[config.mk]
export PLATFORM = sky130hd
export DESIGN_NAME = mouse_packet_cursor_tracker
export DESIGN_NICKNAME = d
export VERILOG_FILES = /design/src/design/mpct_pkg.sv /design/src/design/mpct_packet_calc.sv /design/src/design/mouse_packet_cursor_tracker.sv
export SDC_FILE = /design/constraint.sdc
export NUM_CORES = 1
export LEC_CHECK = 0
export BUFFER_PORTS_ARGS = -buffer_cell sky130_fd_sc_hd__buf_2
export CORE_UTILIZATION = 46
export CTS_BUF_LIST = sky130_fd_sc_hd__clkbuf_4
export DETAILED_ROUTE_END_ITERATION = 12
export PLACE_DENSITY = 0.63
export SLEW_MARGIN = 20
export SYNTH_ARGS = -nofsm -noshare
export SYNTH_HDL_FRONTEND = slang
export SYNTH_SLANG_ARGS = --single-unit
[constraint.sdc]
create_clock -name clock -period 12.25 [get_ports clock]
set_input_delay 0.6125 -clock clock [delete_from_list [all_inputs] [get_ports clock]]
set_output_delay 0.6125 -clock clock [all_outputs]
set_load 0.03 [all_outputs]
[src/design/mpct_pkg.sv]
// shared types, constants and helper functions for the pointing-device cursor tracker
package mpct_pkg;

   // text grid size
   localparam int SCREEN_COLS = 80;
   localparam int SCREEN_ROWS = 25;

   // fixed field widths
   localparam int BYTE_W   = 8;
   localparam int COL_W    = 7;
   localparam int ROW_W    = 5;
   localparam int BTN_W    = 3;
   localparam int ACT_W    = 3;
   localparam int DELTA_W  = 5;
   localparam int REM_W    = 4;
   localparam int RSP_W    = 32;
   localparam int RSP_USED = 2 * COL_W + 2 * ROW_W + BTN_W + ACT_W;

   // position of the last byte in a packet, counting from zero
   localparam logic [1:0] LAST_BYTE = 2'd2;

   // cursor position after reset
   localparam logic [COL_W-1:0] COL_RESET = COL_W'(1);
   localparam logic [ROW_W-1:0] ROW_RESET = ROW_W'(1);

   // bottom-row click zones, bounds exclusive
   localparam logic [COL_W-1:0] ZONE1_LO = COL_W'(18);
   localparam logic [COL_W-1:0] ZONE1_HI = COL_W'(34);
   localparam logic [COL_W-1:0] ZONE2_LO = COL_W'(34);
   localparam logic [COL_W-1:0] ZONE2_HI = COL_W'(49);
   localparam logic [COL_W-1:0] ZONE3_LO = COL_W'(49);
   localparam logic [COL_W-1:0] ZONE3_HI = COL_W'(63);
   localparam logic [COL_W-1:0] ZONE4_LO = COL_W'(68);
   localparam logic [COL_W-1:0] ZONE4_HI = COL_W'(72);

   // action codes
   typedef enum logic [ACT_W-1:0] {
      ACT_NONE     = 3'd0,
      ACT_TERM1    = 3'd1,
      ACT_TERM2    = 3'd2,
      ACT_TERM3    = 3'd3,
      ACT_SHUTDOWN = 3'd4
   } action_type;

   // one finished packet
   typedef struct packed {
      action_type         action;
      logic [BTN_W-1:0]   buttons;
      logic [ROW_W-1:0]   new_row;
      logic [COL_W-1:0]   new_col;
      logic [ROW_W-1:0]   old_row;
      logic [COL_W-1:0]   old_col;
   } result_type;

   // magnitude mod 10 via reciprocal multiply, exact for 0..255
   function automatic logic [REM_W-1:0] mod10(input logic [BYTE_W-1:0] mag);
      logic [15:0]       prod;
      logic [4:0]        quot;
      logic [BYTE_W-1:0] rem;
      prod = 16'(mag) * 16'd205;
      quot = prod[15:11];
      rem  = mag - 8'(quot) * 8'd10;
      return rem[REM_W-1:0];
   endfunction

   // column to zone code
   function automatic action_type zone_action(input logic [COL_W-1:0] col);
      action_type act;
      act = ACT_NONE;
      if (col > ZONE1_LO && col < ZONE1_HI) act = ACT_TERM1;
      else if (col > ZONE2_LO && col < ZONE2_HI) act = ACT_TERM2;
      else if (col > ZONE3_LO && col < ZONE3_HI) act = ACT_TERM3;
      else if (col > ZONE4_LO && col < ZONE4_HI) act = ACT_SHUTDOWN;
      return act;
   endfunction

endpackage

[src/design/mpct_packet_calc.sv]
// combinational decode of one complete packet into a cursor move and action
module mpct_packet_calc (
   input  logic [mpct_pkg::BYTE_W-1:0] btn_byte,
   input  logic [mpct_pkg::BYTE_W-1:0] x_byte,
   input  logic [mpct_pkg::BYTE_W-1:0] y_byte,
   input  logic [mpct_pkg::COL_W-1:0]  cur_col,
   input  logic [mpct_pkg::ROW_W-1:0]  cur_row,
   output mpct_pkg::result_type        result
);

   logic [mpct_pkg::BYTE_W-1:0]  x_mag;
   logic [mpct_pkg::BYTE_W-1:0]  y_mag;
   logic [mpct_pkg::REM_W-1:0]   x_rem;
   logic [mpct_pkg::REM_W-1:0]   y_rem;
   logic [mpct_pkg::DELTA_W-1:0] dx;
   logic [mpct_pkg::DELTA_W-1:0] dy;
   logic [8:0]                   col_next;
   logic [6:0]                   row_next;
   logic [mpct_pkg::COL_W-1:0]   new_col;
   logic [mpct_pkg::ROW_W-1:0]   new_row;
   logic [mpct_pkg::BTN_W-1:0]   btn;

   // magnitudes; 0x80 gives 128
   assign x_mag = x_byte[7] ? (~x_byte + 8'd1) : x_byte;
   assign y_mag = y_byte[7] ? (~y_byte + 8'd1) : y_byte;
   assign x_rem = mpct_pkg::mod10(x_mag);
   assign y_rem = mpct_pkg::mod10(y_mag);

   // remainder keeps the dividend's sign; y is negated
   assign dx = x_byte[7] ? (5'd0 - {1'b0, x_rem}) : {1'b0, x_rem};
   assign dy = y_byte[7] ? {1'b0, y_rem} : (5'd0 - {1'b0, y_rem});

   assign col_next = {2'b00, cur_col} + {{4{dx[4]}}, dx};
   assign row_next = {2'b00, cur_row} + {{2{dy[4]}}, dy};

   // drop an axis move that leaves the grid
   always_comb begin
      if (col_next[8] || col_next[7:0] > 8'(mpct_pkg::SCREEN_COLS - 1)) begin
         new_col = cur_col;
      end else begin
         new_col = col_next[mpct_pkg::COL_W-1:0];
      end
      if (row_next[6] || row_next[5:0] > 6'(mpct_pkg::SCREEN_ROWS - 1)) begin
         new_row = cur_row;
      end else begin
         new_row = row_next[mpct_pkg::ROW_W-1:0];
      end
   end

   assign btn = btn_byte[mpct_pkg::BTN_W-1:0];

   always_comb begin
      result.old_col = cur_col;
      result.old_row = cur_row;
      result.new_col = new_col;
      result.new_row = new_row;
      result.buttons = btn;
      if (btn[0] && new_row == mpct_pkg::ROW_W'(mpct_pkg::SCREEN_ROWS - 1)) begin
         result.action = mpct_pkg::zone_action(new_col);
      end else begin
         result.action = mpct_pkg::ACT_NONE;
      end
   end

endmodule

[src/design/mouse_packet_cursor_tracker.sv]
// top level: groups pointing-device bytes into packets and tracks a text-grid cursor
//
//   channel | direction | tdata fields (lsb first)                           | beat
//   req_    | in        | rx_byte[7:0]                                        | one raw byte
//   rsp_    | out       | old_col, old_row, new_col, new_row, buttons, action | one per packet
//
// a byte can be accepted in every cycle, save the third byte of a packet while a result is stalled
// the third byte of a packet is decoded in the same cycle it is accepted,
// and the result lands in the output register on that edge
// the first two bytes of a packet are accepted even while a result is stalled;
// the third waits only if the output register is full and not being drained
// reset clears the byte count and the output valid and puts the cursor at (1,1)
module mouse_packet_cursor_tracker (
   input  logic        clock,
   input  logic        reset,
   input  logic        req_tvalid,
   output logic        req_tready,
   input  logic [7:0]  req_tdata,   // [7:0] rx_byte
   output logic        rsp_tvalid,
   input  logic        rsp_tready,
   output logic [31:0] rsp_tdata    // [6:0] old_col, [11:7] old_row, [18:12] new_col,
                                    // [23:19] new_row, [26:24] buttons, [29:27] action,
                                    // [31:30] zero
);

   // packet assembly
   logic [1:0]                   count_ff, count_in;
   logic [mpct_pkg::BYTE_W-1:0]  btn_byte_ff, btn_byte_in;
   logic [mpct_pkg::BYTE_W-1:0]  x_byte_ff, x_byte_in;

   // cursor
   logic [mpct_pkg::COL_W-1:0]   col_ff, col_in;
   logic [mpct_pkg::ROW_W-1:0]   row_ff, row_in;

   // output register
   logic                         rsp_valid_ff, rsp_valid_in;
   mpct_pkg::result_type         result_ff, result_in;

   mpct_pkg::result_type         calc;
   logic                         req_beat;
   logic                         last_beat;
   logic                         out_free;

   mpct_packet_calc u_calc (
      .btn_byte (btn_byte_ff),
      .x_byte   (x_byte_ff),
      .y_byte   (req_tdata),
      .cur_col  (col_ff),
      .cur_row  (row_ff),
      .result   (calc)
   );

   // output register can take a new result this cycle
   assign out_free   = !rsp_valid_ff || rsp_tready;
   assign req_tready = (count_ff != mpct_pkg::LAST_BYTE) || out_free;
   assign req_beat   = req_tvalid && req_tready;
   assign last_beat  = req_beat && (count_ff == mpct_pkg::LAST_BYTE);

   always_comb begin
      count_in     = count_ff;
      btn_byte_in  = btn_byte_ff;
      x_byte_in    = x_byte_ff;
      col_in       = col_ff;
      row_in       = row_ff;
      rsp_valid_in = rsp_valid_ff;
      result_in    = result_ff;
      if (rsp_valid_ff && rsp_tready) begin
         rsp_valid_in = 1'b0;
      end
      if (req_beat) begin
         case (count_ff)
            2'd0: begin
               btn_byte_in = req_tdata;
               count_in    = 2'd1;
            end
            2'd1: begin
               x_byte_in = req_tdata;
               count_in  = mpct_pkg::LAST_BYTE;
            end
            default: begin
               // third byte: close the packet and move the cursor
               count_in     = 2'd0;
               col_in       = calc.new_col;
               row_in       = calc.new_row;
               result_in    = calc;
               rsp_valid_in = 1'b1;
            end
         endcase
      end
   end

   always_ff @(posedge clock) begin
      if (reset) begin
         count_ff     <= 2'd0;
         col_ff       <= mpct_pkg::COL_RESET;
         row_ff       <= mpct_pkg::ROW_RESET;
         rsp_valid_ff <= 1'b0;
      end else begin
         count_ff     <= count_in;
         col_ff       <= col_in;
         row_ff       <= row_in;
         rsp_valid_ff <= rsp_valid_in;
      end
   end

   // payload, no reset needed
   always_ff @(posedge clock) begin
      btn_byte_ff <= btn_byte_in;
      x_byte_ff   <= x_byte_in;
      result_ff   <= result_in;
   end

   assign rsp_tvalid = rsp_valid_ff;
   assign rsp_tdata  = {(mpct_pkg::RSP_W - mpct_pkg::RSP_USED)'(0), result_ff};

   // a closed packet always lands in the output register
   assert property (@(posedge clock) disable iff (reset)
      last_beat |=> rsp_valid_ff && count_ff == 2'd0)
      else $error("packet closed without a result");

   // the byte count never reaches the unused code
   assert property (@(posedge clock) disable iff (reset)
      count_ff != 2'd3)
      else $error("byte count out of range");

   // cursor stays on the grid
   assert property (@(posedge clock) disable iff (reset)
      col_ff < mpct_pkg::COL_W'(mpct_pkg::SCREEN_COLS)
      && row_ff < mpct_pkg::ROW_W'(mpct_pkg::SCREEN_ROWS))
      else $error("cursor left the grid");

   // an action needs a left click on the bottom row
   assert property (@(posedge clock) disable iff (reset)
      rsp_valid_ff && result_ff.action != mpct_pkg::ACT_NONE |->
      result_ff.buttons[0]
      && result_ff.new_row == mpct_pkg::ROW_W'(mpct_pkg::SCREEN_ROWS - 1))
      else $error("action without bottom-row left click");

endmodule

== Word-level counts from Yosys, hierarchy flattened ==
Cells that the tools add are included.

* Add/subtract/negate cells: 8
* Multiply operators: 4
* Divide/modulo/power cells: 0
* Magnitude comparators: 10
* Equal/unequal tests: 3
* Shift operators: 0
* Multiplexer cells: 14
* Bitwise gates (word level): 4
* Reduce and logical (&&, ||, !) cells: 19

{| class="wikitable"
|+ Operators by type and width
! operator !! number
|-
| 8-bit by 8-bit multiplier with 16-bit output (second input constant) || 2
|-
| 7-bit by 6-bit less-than comparator with 1-bit output (second input constant) || 3
|-
| 8-bit by 1-bit adder with 8-bit output (second input constant) || 2
|-
| 8-bit 2-to-1 mux || 2
|-
| 8-bit inverter || 2
|-
| 5-bit 2-to-1 mux || 3
|-
| 7-bit by 6-bit greater-than comparator with 1-bit output (second input constant) || 2
|-
| 5-bit by 3-bit multiplier with 3-bit output (second input constant) || 2
|-
| 1-bit by 4-bit subtractor with 5-bit output (first input constant) || 2
|-
| 8-bit by 5-bit adder with 9-bit output || 1
|-
| 8-bit by 7-bit greater-than comparator with 1-bit output (second input constant) || 1
|-
| 4-bit subtractor || 2
|-
| 6-bit by 5-bit adder with 7-bit output || 1
|-
| 7-bit by 5-bit greater-than comparator with 1-bit output (second input constant) || 1
|-
| 7-bit greater-than comparator (second input constant) || 1
|-
| 1-bit logical AND || 7
|-
| 7-bit less-than comparator (second input constant) || 1
|-
| 7-bit 2-to-1 mux || 1
|-
| 6-bit by 5-bit greater-than comparator with 1-bit output (second input constant) || 1
|-
| 2-bit AND reduction || 3
|-
| 5-bit equality test (second input constant) || 1
|-
| 1-bit logical OR || 4
|-
| 1-bit 2-to-1 mux || 4
|-
| 2-bit 2-to-1 mux || 2
|-
| 9 further kinds || 11
|}

* Register bits: 56
* Bits in latches: 0
* RAM bits: 0
* Bits in read-only memories: 0
* Bits of input ports: 12
* Output and inout bits: 34
* Logic and storage cells: 76
* Memories kept: 0

== Depth between registers and ports, before layout ==
Gate-level depths: netlist of the first run.

* Depth in word-level cells: 18
* Gate-level depth with buffers: 40
* Mapped depth without buffers: 39

== Modules after synthesis ==
From an unflattened synthesis of the first run, not the netlist that was laid out.

* Cell total of the unflattened synthesis: 559
* Area total of the unflattened synthesis: 5726.7 um2

{| class="wikitable"
|+ By module, submodules not included
! module !! times used !! cells an instance !! area each (um2) !! sequential area each (um2)
|-
| mpct_packet_calc || 1 || 442 || 3642.2 || 0.0
|-
| mouse_packet_cursor_tracker || 1 || 117 || 2084.5 || 1681.6
|}

== Least setup slack after synthesis of the first run ==
Ideal clock, no wire load.

* Kind: register -> register
* From: reg x_byte_ff[0] in the netlist's numbering
* To: reg result_ff, in the netlist rsp_tdata[29] (data pin)
* Setup time: 0.267 ns
* Data arrival time: 8.153 ns
* Required time: 11.983 ns
* Setup slack: 3.831 ns
* Stages on the path, launching flop included: 38
* Path buffers: 1
* Period minus slack after synthesis: 8.419 ns
* Cell sequence: edfxtp_1 or3_1 o31ai_1 xnor2_1 ha_1 inv_1 fa_1 inv_1 fa_1 inv_1 fa_1 inv_1 ha_1 a21oi_1 o21ai_0 a21oi_1 inv_1 a21oi_1 (+2 left out) xor2_1 xnor2_1 xnor2_1 xnor2_1 or3_4 nand2_1 a31oi_1 ha_1 a21oi_1 nand2_1 o21ai_0 a21oi_1 o21ai_0 o22ai_1 o32ai_4 buf_6 mux2i_1 nor4_2

* Word-level cells in the longest chain between the ends: 15
* Elaborated cells on any way between the ends: 26
* Those cells by class: add/sub (4); mul (2); order compare (9); mux (4); bitwise (1); reduce/logical (6)

{| class="wikitable"
|+ Ends and longest elaborated chain
! item !! line !! source
|-
| from (decl) || mouse_packet_cursor_tracker.sv:29 || <nowiki>logic [mpct_pkg::BYTE_W-1:0] x_byte_ff, x_byte_in;</nowiki>
|-
| from (signal assigned) || mouse_packet_cursor_tracker.sv:109 || <nowiki>x_byte_ff <= x_byte_in;</nowiki>
|-
| 8-bit inverter || mpct_packet_calc.sv:24 || <nowiki>assign x_mag = x_byte[7] ? (~x_byte + 8'd1) : x_byte;</nowiki>
|-
| 8-bit by 1-bit adder with 8-bit output || mpct_packet_calc.sv:24 ||
|-
| 8-bit 2-to-1 mux (*) || mpct_packet_calc.sv:24 ||
|-
| 8-bit by 8-bit multiplier with 16-bit output || mpct_pkg.sv:60 || <nowiki>prod = 16'(mag) * 16'd205;</nowiki>
|-
| 5-bit by 3-bit multiplier with 3-bit output || mpct_pkg.sv:62 || <nowiki>rem = mag - 8'(quot) * 8'd10;</nowiki>
|-
| 4-bit subtractor (*) || mpct_pkg.sv:62 ||
|-
| 1-bit by 4-bit subtractor with 5-bit output || mpct_packet_calc.sv:30 || <nowiki>assign dx = x_byte[7] ? (5'd0 - {1'b0, x_rem}) : {1'b0, x_rem};</nowiki>
|-
| 5-bit 2-to-1 mux (*) || mpct_packet_calc.sv:30 ||
|-
| 8-bit by 5-bit adder with 9-bit output (*) || mpct_packet_calc.sv:33 || <nowiki>assign col_next = {2'b00, cur_col} + {{4{dx[4]}}, dx};</nowiki>
|-
| 8-bit by 7-bit greater-than comparator with 1-bit output || mpct_packet_calc.sv:38 || <nowiki>if (col_next[8] || col_next[7:0] > 8'(mpct_pkg::SCREEN_COLS - 1)) begin</nowiki>
|-
| 1-bit logical OR || mpct_packet_calc.sv:38 ||
|-
| 7-bit 2-to-1 mux (*) || mpct_packet_calc.sv:38 ||
|-
| 7-bit by 6-bit greater-than comparator with 1-bit output (tied with other cells) || mpct_pkg.sv:72 || <nowiki>else if (col > ZONE3_LO && col < ZONE3_HI) act = ACT_TERM3;</nowiki>
|-
| 1-bit logical AND (on tied branches) || - ||
|-
| 4-bit OR reduction (no line) or 3-bit 2-to-1 mux (tied branches) || - ||
|-
| to (signal assigned) || mouse_packet_cursor_tracker.sv:110 || <nowiki>result_ff <= result_in;</nowiki>
|-
| to (decl) || mouse_packet_cursor_tracker.sv:37 || <nowiki>mpct_pkg::result_type result_ff, result_in;</nowiki>
|}

Every way passes the cells marked *; elsewhere a longest branch is shown, timed or not.
A chain may end at the register's enable or synchronous reset.

== Worst setup path in the final report of the first run ==
Ends and elaborated chain as after synthesis.

==> results of run 1 <==
## worst max-delay path, delay by kind of cell (launching register included)
family	cells	cell delay (ps)
adders and majority gates	7	2960
AOI/OAI and AO/OA	12	2910
and+or+nand+nor	6	1330
xor gates and xnor gates	6	880
DFF	1	550
muxes	1	360
buffers and inverters	5	270
## sequential cells by signal, indices dropped and copies added, names as in the netlist
name         flops
x_byte_ff        8
rsp_tdata       30
row_ff           5
btn_byte_ff      3
rsp_tvalid       1
col_ff           7
count_ff         2
## power by group through the flow
stage | clock network [mW] | registers (mW) | logic, mW
floorplan | 0 | 0.243 | 0.807
global placement | 0 | 0.238 | 0.968
detailed placement | 0 | 0.238 | 0.988
CTS | 0.0892 | 0.234 | 0.996
global route | 0.0968 | 0.235 | 1.12
finish | 0.0867 | 0.234 | 0.993
## Yosys cell counts (7+ instances only)
cell type   n
nor2_1     33
xnor2_1    26
dfxtp_1    15
mux2_2      7
o21ai_0    14
inv_1      82
a21oi_1    25
or3_1      12
nor3_1      8
fa_1       26
xor2_1      7
edfxtp_1   41
nand3_1     9
ha_1       89
nand2_1    30
## cell families (layout without fill, tap and decap cells)
logic type	count (synthesis)	after routing	synth area share [%]
AND/OR/NAND/NOR	139	139	14.2
adder cells (fa/ha/maj)	115	115	30.7
buffers and inverters	91	134	6.70
AO/OA/AOI/OAI	85	85	10.9
flip-flops	56	56	28.8
XOR/XNOR	35	35	6.04
multiplexers	12	12	2.61
other	1	2	0.0704
## routing by layer
layer / global-route usage (%) / part of all wire, % / vias to the layer above
met5: 0 / 0 / -
met4: 2.95 / 0.96 / 0
met3: 2.61 / 3.2 / 8
met2: 32.9 / 50 / 73
met1: 24.1 / 46 / 1860
li1: - / - / 1967
## through the flow
step / cell area (µm²) / std cells / util (%) / worst slack, ps
floorplan: 5330 / 535 / - / 3830
global placement: 5680 / 710 / 51.2 / 3240
detailed placement: 5680 / 710 / 51.2 / 2830
CTS: 5740 / 718 / 51.8 / 2760
global route: 5750 / 718 / 51.9 / 2040
finish: 5750 / 718 / 51.9 / 2810
## how the worst max path moves through the flow
stage,startpoint,end,slack [ps],depth (start not counted)
finish,x_byte_ff[0],rsp_tdata[29],2810,37
global placement,x_byte_ff[0],rsp_tdata[29],3240,35
CTS,x_byte_ff[0],rsp_tdata[29],2760,37
detailed placement,x_byte_ff[0],rsp_tdata[29],2830,37
floorplan,x_byte_ff[0],rsp_tdata[29],3830,37
global route,x_byte_ff[0],rsp_tdata[29],2040,39
## cell type report
| type | count | area (µm²) | area share (%) |
|---|---|---|---|
| well taps | 140 | 175 | 3.05 |
| flip-flops and latches | 56 | 1530 | 26.7 |
| multi-input cells | 388 | 3440 | 60.0 |
| inverters | 82 | 308 | 5.36 |
| repair buffers | 44 | 223 | 3.88 |
| clock inverters | 3 | 26.3 | 0.457 |
| clock buffers | 5 | 37.5 | 0.653 |
==> summary.txt, run 1 <==
CTS
  • CTS max path bufs: 2
  • Post-CTS Setup Bufs: 0
  • CTS tree: done
  • PostCTS Resize Cnt: 0
  • H-tree depth: 2
  • Clock transition at path regs: 160 ps
  • TritonCTS buffer count: 5
  • CTS sink cnt: 56
  • Later-pin clock latency in the skew report: 390 ps
  • Cts hold-fix bufs: 0
  • CTS root buffer: clkbuf_4

Floorplan
  • Core Region: 11,100 µm²
  • # rows: 38
  • I/O pin total: 46
  • Die area: 12,000 µm²
  • DIE HEIGHT: 110 µm
  • Die width: 110 µm
  • Initial Util: 48.1%

Power
  • Logic pwr share: 75.6%
  • Worst vdd ir: 0.189 mV
  • P_int: 0.694 mW
  • Total power: 1.31 mW
  • Clock share of power: 6.6%
  • NetSw: 0.620 mW
  • Power per cell area: 229 nW/µm²
  • Seq pwr share: 17.8%
  • Sw Share: 47.2%
  • Leak: 2.69 nW

Route
  • Vias per cell: 5.44
  • DR pass1 iterations: 4
  • Initial DRC Count: 183
  • WL final: 10,400 µm
  • Antenna-violating nets left: 0
  • Vias: 3,908
  • DR DRC count: 0
  • DR WL/cell: 14.5 µm

Worst setup path
  • R2r endpoint: rsp_tdata[29]
  • Worst Setup Start Kind: flop
  • Slowest-stage cell, CP: o32ai_4
  • Crit path required time: 12,470 ps
  • Max stage delay on crit path: 600 ps
  • CP max FO: 15
  • R2R cell count: 37
  • R2R setup slack: 2810 ps
  • Setup CP Type: reg -> reg
  • Reg-to-Reg Start: x_byte_ff[0]
  • Arr. time, crit path: 9660 ps
  • Crit end category: flop

Layout
  • N_diodes: 0
  • Ratio of cells with drive above 1 in the final layout: 13.1%
  • Nets: 704
  • Commonest non-fill, non-tap cell in the layout: ha_1
  • FILL cells: 1,044
  • Most frequent cells in the layout: ha_1, inv_1, buf_2
  • Area grow syn2layout: 7.92%

Timing
  • Period utilization: 77.1%
  • Rel. slew slack: 51.1%
  • Slew @ Worst Pin: 727 ps
  • Max Slew Vio Count: 0
  • Clk_skew: 23.0 ps
  • Final setup vio count: 0
  • Final TNS setup: 0 ps
  • Hold Slack: 451 ps
  • Max Freq: 106 MHz
  • RSZ-0062 raised after global routing: no
  • Min Tclk post-route: 9440 ps
  • Final hold vios: 0

Logic synthesis
  • Synth Area per Inst: 9.97 µm²
  • Post-Synthesis Cells: 534
  • Yosys warning count: 0
  • Seq cells post-synth: 56
  • Register area share after synthesis: 28.8%
  • FFs w/ async S/R, synth: 0%
  • Synth area leaders: edfxtp_1, ha_1, fa_1
  • Mapped cell area: 5320 µm²
  • Yosys top cell area share: 23.1%
  • Top FF cell, synth: edfxtp_1
  • Yosys top cell by area: edfxtp_1
  • Post-synth EDFFs: 41
  • Number of distinct library cells after synthesis: 69

Placed design
  • Buffers on Ports: 43
  • GP Congestion: 0.858
  • Detail Placement HPWL: 8710 µm

GRT
  • Pin count of the biggest net entering global routing: 31
  • Vias in the first global route: 3,839
  • Grt ovf: 0
  • Antenna violations before repair: 0
  • Global-route wire length before repair: 17,600 µm
  • All-Layer GR Usage: 18.5%

Worst hold path
  • Hold Crit Start: btn_byte_ff[1]
  • Hold endpoint: rsp_tdata[25]
  • Cell depth of the worst min-delay path: 0
  • Worst hold path type: reg -> reg

Flow run
  • Total of max-cap violations: 0

Outcome
  • Outcome: complete, no violations
(Power assumes the default switching activity.)
==> inputs of run 2 (changes only) <==
==> constraint.sdc (replaced) <==
create_clock -name clock -period 8.9 [get_ports clock]
set_input_delay 0.445 -clock clock [delete_from_list [all_inputs] [get_ports clock]]
set_output_delay 0.445 -clock clock [all_outputs]
set_load 0.03 [all_outputs]
==> run 2 against run 1 <==
Net effect: register-to-register slack worse by 2400 ps; die area stayed put; design area is 5.0% higher; utilization is 2.6 points higher; worst hold slack worse by 180 ps; global-route usage is 0.18 points higher; clock skew is 12 ps lower; worst setup slack worse by 2400 ps; power is 49% higher; critical endpoint is now rsp_tdata[27]; largest cell class unchanged; highest routed layer unchanged.
==> summary.txt, run 2 (synthesized netlist as in run 1, its figures left out) <==
GRT
  • Pin count of the biggest net entering global routing: 44 (+42%)
  • All-Layer GR Usage: 18.7% (+0.18 points)
  • Antenna violations before repair: 0 (unchanged)
  • Global-route wire length before repair: 17,600 µm (+0.12%)
  • Vias in the first global route: 3,856 (+0.44%)
  • Grt ovf: 0 (unchanged)

Route
  • DR DRC count: 0 (unchanged)
  • Antenna-violating nets left: 0 (unchanged)
  • Vias: 3,962 (+1.4%)
  • DR pass1 iterations: 4 (unchanged)
  • WL final: 10,700 µm (+2.7%)
  • DR WL/cell: 14.5 µm (about the same)
  • Vias per cell: 5.38 (-1.2%)
  • Initial DRC Count: 176 (-3.8%)

Power
  • Logic pwr share: 77.6% (+2.0 points)
  • Clock share of power: 6.0% (-0.6 points)
  • Power per cell area: 324 nW/µm² (+42%)
  • Sw Share: 47.5% (+0.26 points)
  • Leak: 2.80 nW (+4.2%)
  • Worst vdd ir: 0.300 mV (+59%)
  • NetSw: 0.927 mW (+50%)
  • P_int: 1.03 mW (+48%)
  • Seq pwr share: 16.4% (-1.4 points)
  • Total power: 1.95 mW (+49%)

Timing
  • Final setup vio count: 0 (unchanged)
  • Hold Slack: 273 ps (-178 ps)
  • Max Freq: 118 MHz (+11%)
  • Final hold vios: 0 (unchanged)
  • Rel. slew slack: 52.7% (+1.6 points)
  • RSZ-0062 raised after global routing: yes
  • Period utilization: 95.5% (+18 points)
  • Min Tclk post-route: 8500 ps (-938 ps)
  • Final TNS setup: 0 ps (unchanged)
  • Slew @ Worst Pin: 701 ps (-26.4 ps)
  • Clk_skew: 11.2 ps (-11.8 ps)
  • Max Slew Vio Count: 0 (unchanged)

Layout
  • Sequential standard cell area: 1530 µm² (unchanged)
  • Final std cells w/o fill: 737 (+2.6%)
  • Most frequent cells in the layout: ha_1, inv_1, buf_2
  • Ratio of cells with drive above 1 in the final layout: 19.8% (+6.6 points)
  • FILL cells: 966 (-7.5%)
  • Multi-input gate area: 3580 µm² (+4.0%)
  • Nets: 723 (+2.7%)
  • Commonest non-fill, non-tap cell in the layout: ha_1
  • N_diodes: 0 (unchanged)
  • Max reg flops: 30 (unchanged)
  • Area grow syn2layout: 13.3%

CTS
  • CTS max path bufs: 2 (unchanged)
  • Cts hold-fix bufs: 0 (unchanged)
  • CTS tree: done
  • CTS sink cnt: 56 (unchanged)
  • H-tree depth: 2 (unchanged)
  • TritonCTS buffer count: 5 (unchanged)
  • CTS root buffer: clkbuf_4
  • Clock transition at path regs: 170 ps (about the same)
  • Later-pin clock latency in the skew report: 380 ps (about the same)

Placed design
  • Buffers on Ports: 43 (unchanged)
  • Detail Placement HPWL: 8640 µm (-0.81%)
  • Placed Cells: 721 (+1.5%)
  • GP Congestion: 0.859 (about the same)

Worst setup path
  • Most used cell, CP: inv_1
  • Worst Setup Start Kind: flop
  • Max stage delay on crit path: 520 ps (-80 ps)
  • CP max FO: 5 (-10)
  • Slowest-stage cell, CP: fa_1
  • Arr. time, crit path: 8660 ps (-1000 ps)
  • Setup CP Type: reg -> reg
  • R2R cell count: 40 (+8.1%)
  • Crit path required time: 9060 ps (-3410 ps)
  • Crit end category: flop

Worst hold path
  • Worst hold path type: in -> reg
  • Cell depth of the worst min-delay path: 1 (+1)

Floorplan
  • I/O pin total: 46 (unchanged)
  • # rows: 38 (unchanged)
  • Die width: 110 µm (unchanged)
  • Core Region: 11,100 µm² (unchanged)
  • Die area: 12,000 µm² (unchanged)
  • Initial Util: 48.1% (unchanged)
  • DIE HEIGHT: 110 µm (unchanged)

Flow run
  • Total of max-cap violations: 0 (unchanged)

Outcome
  • Outcome: complete, no violations
-- run 2: cell types whose count changed in the layout (fill, tap and decap cells not counted), sizes merged --
cell	previous run	this run
buf	44	63
-- run 2: through the flow --
stage               util (%)  worst slack, ps  cell area [µm²]
floorplan                  -              481             5330
global route            54.4            -20.6             6030
finish                  54.4              396             6030
global placement        52.0              134             5760
detailed placement      52.0             -143             5760
CTS                     52.9             23.2             5860
-- run 2: critical path: cells and delay by family (launching register included) --
family,cells,cell delay [ps]
buf+inv,8,610
fa+ha+maj,8,3150
simple gates,7,1420
compound gates,11,1720
flops,1,420
xor+xnor,6,960
-- run 2: cell type report --
| cell class | count | area share [%] |
|---|---|---|
| multi-input combinational | 388 | 59.4 |
| inverter | 82 | 5.10 |
| timing repair buffer | 63 | 6.26 |
| sequential | 56 | 25.4 |
| clock buffer | 5 | 0.622 |
| clock inverter | 3 | 0.332 |
| tap | 140 | 2.90 |
-- run 2: power by group through the flow --
| stage | combinational (mW) | sequential (mW) | clock (mW) |
|---|---|---|---|
| final | 1.52 | 0.321 | 0.117 |
| after global routing | 1.70 | 0.323 | 0.130 |
| after CTS | 1.42 | 0.321 | 0.118 |
| after detailed placement | 1.38 | 0.327 | 0 |
| after global placement | 1.35 | 0.327 | 0 |
| after floorplan | 1.11 | 0.335 | 0 |
-- run 2: path summary, 6_finish.rpt --
check	startpoint	to	slack, ps
worst min register to register	btn_byte_ff[2]	rsp_tdata[26]	440
worst max-delay path	x_byte_ff[0]	rsp_tdata[27]	400
worst min-delay path	req_tdata[5]	x_byte_ff[5]	270
worst max register to register	x_byte_ff[0]	rsp_tdata[27]	400
-- run 2: metal layers --
metal	share of wire (%)	GRT usage, %
met5	0	0
met4	1.4	4.00
met3	3.3	2.55
met2	50	33.8
met1	45	23.5
-- run 2: what timing repair did --
action                                  4_1_cts  5_1_grt
pin swaps                                     2        9
setup buffers                                 2        6
gates resized for setup                       5       28
endpoints found under the setup margin       16       19
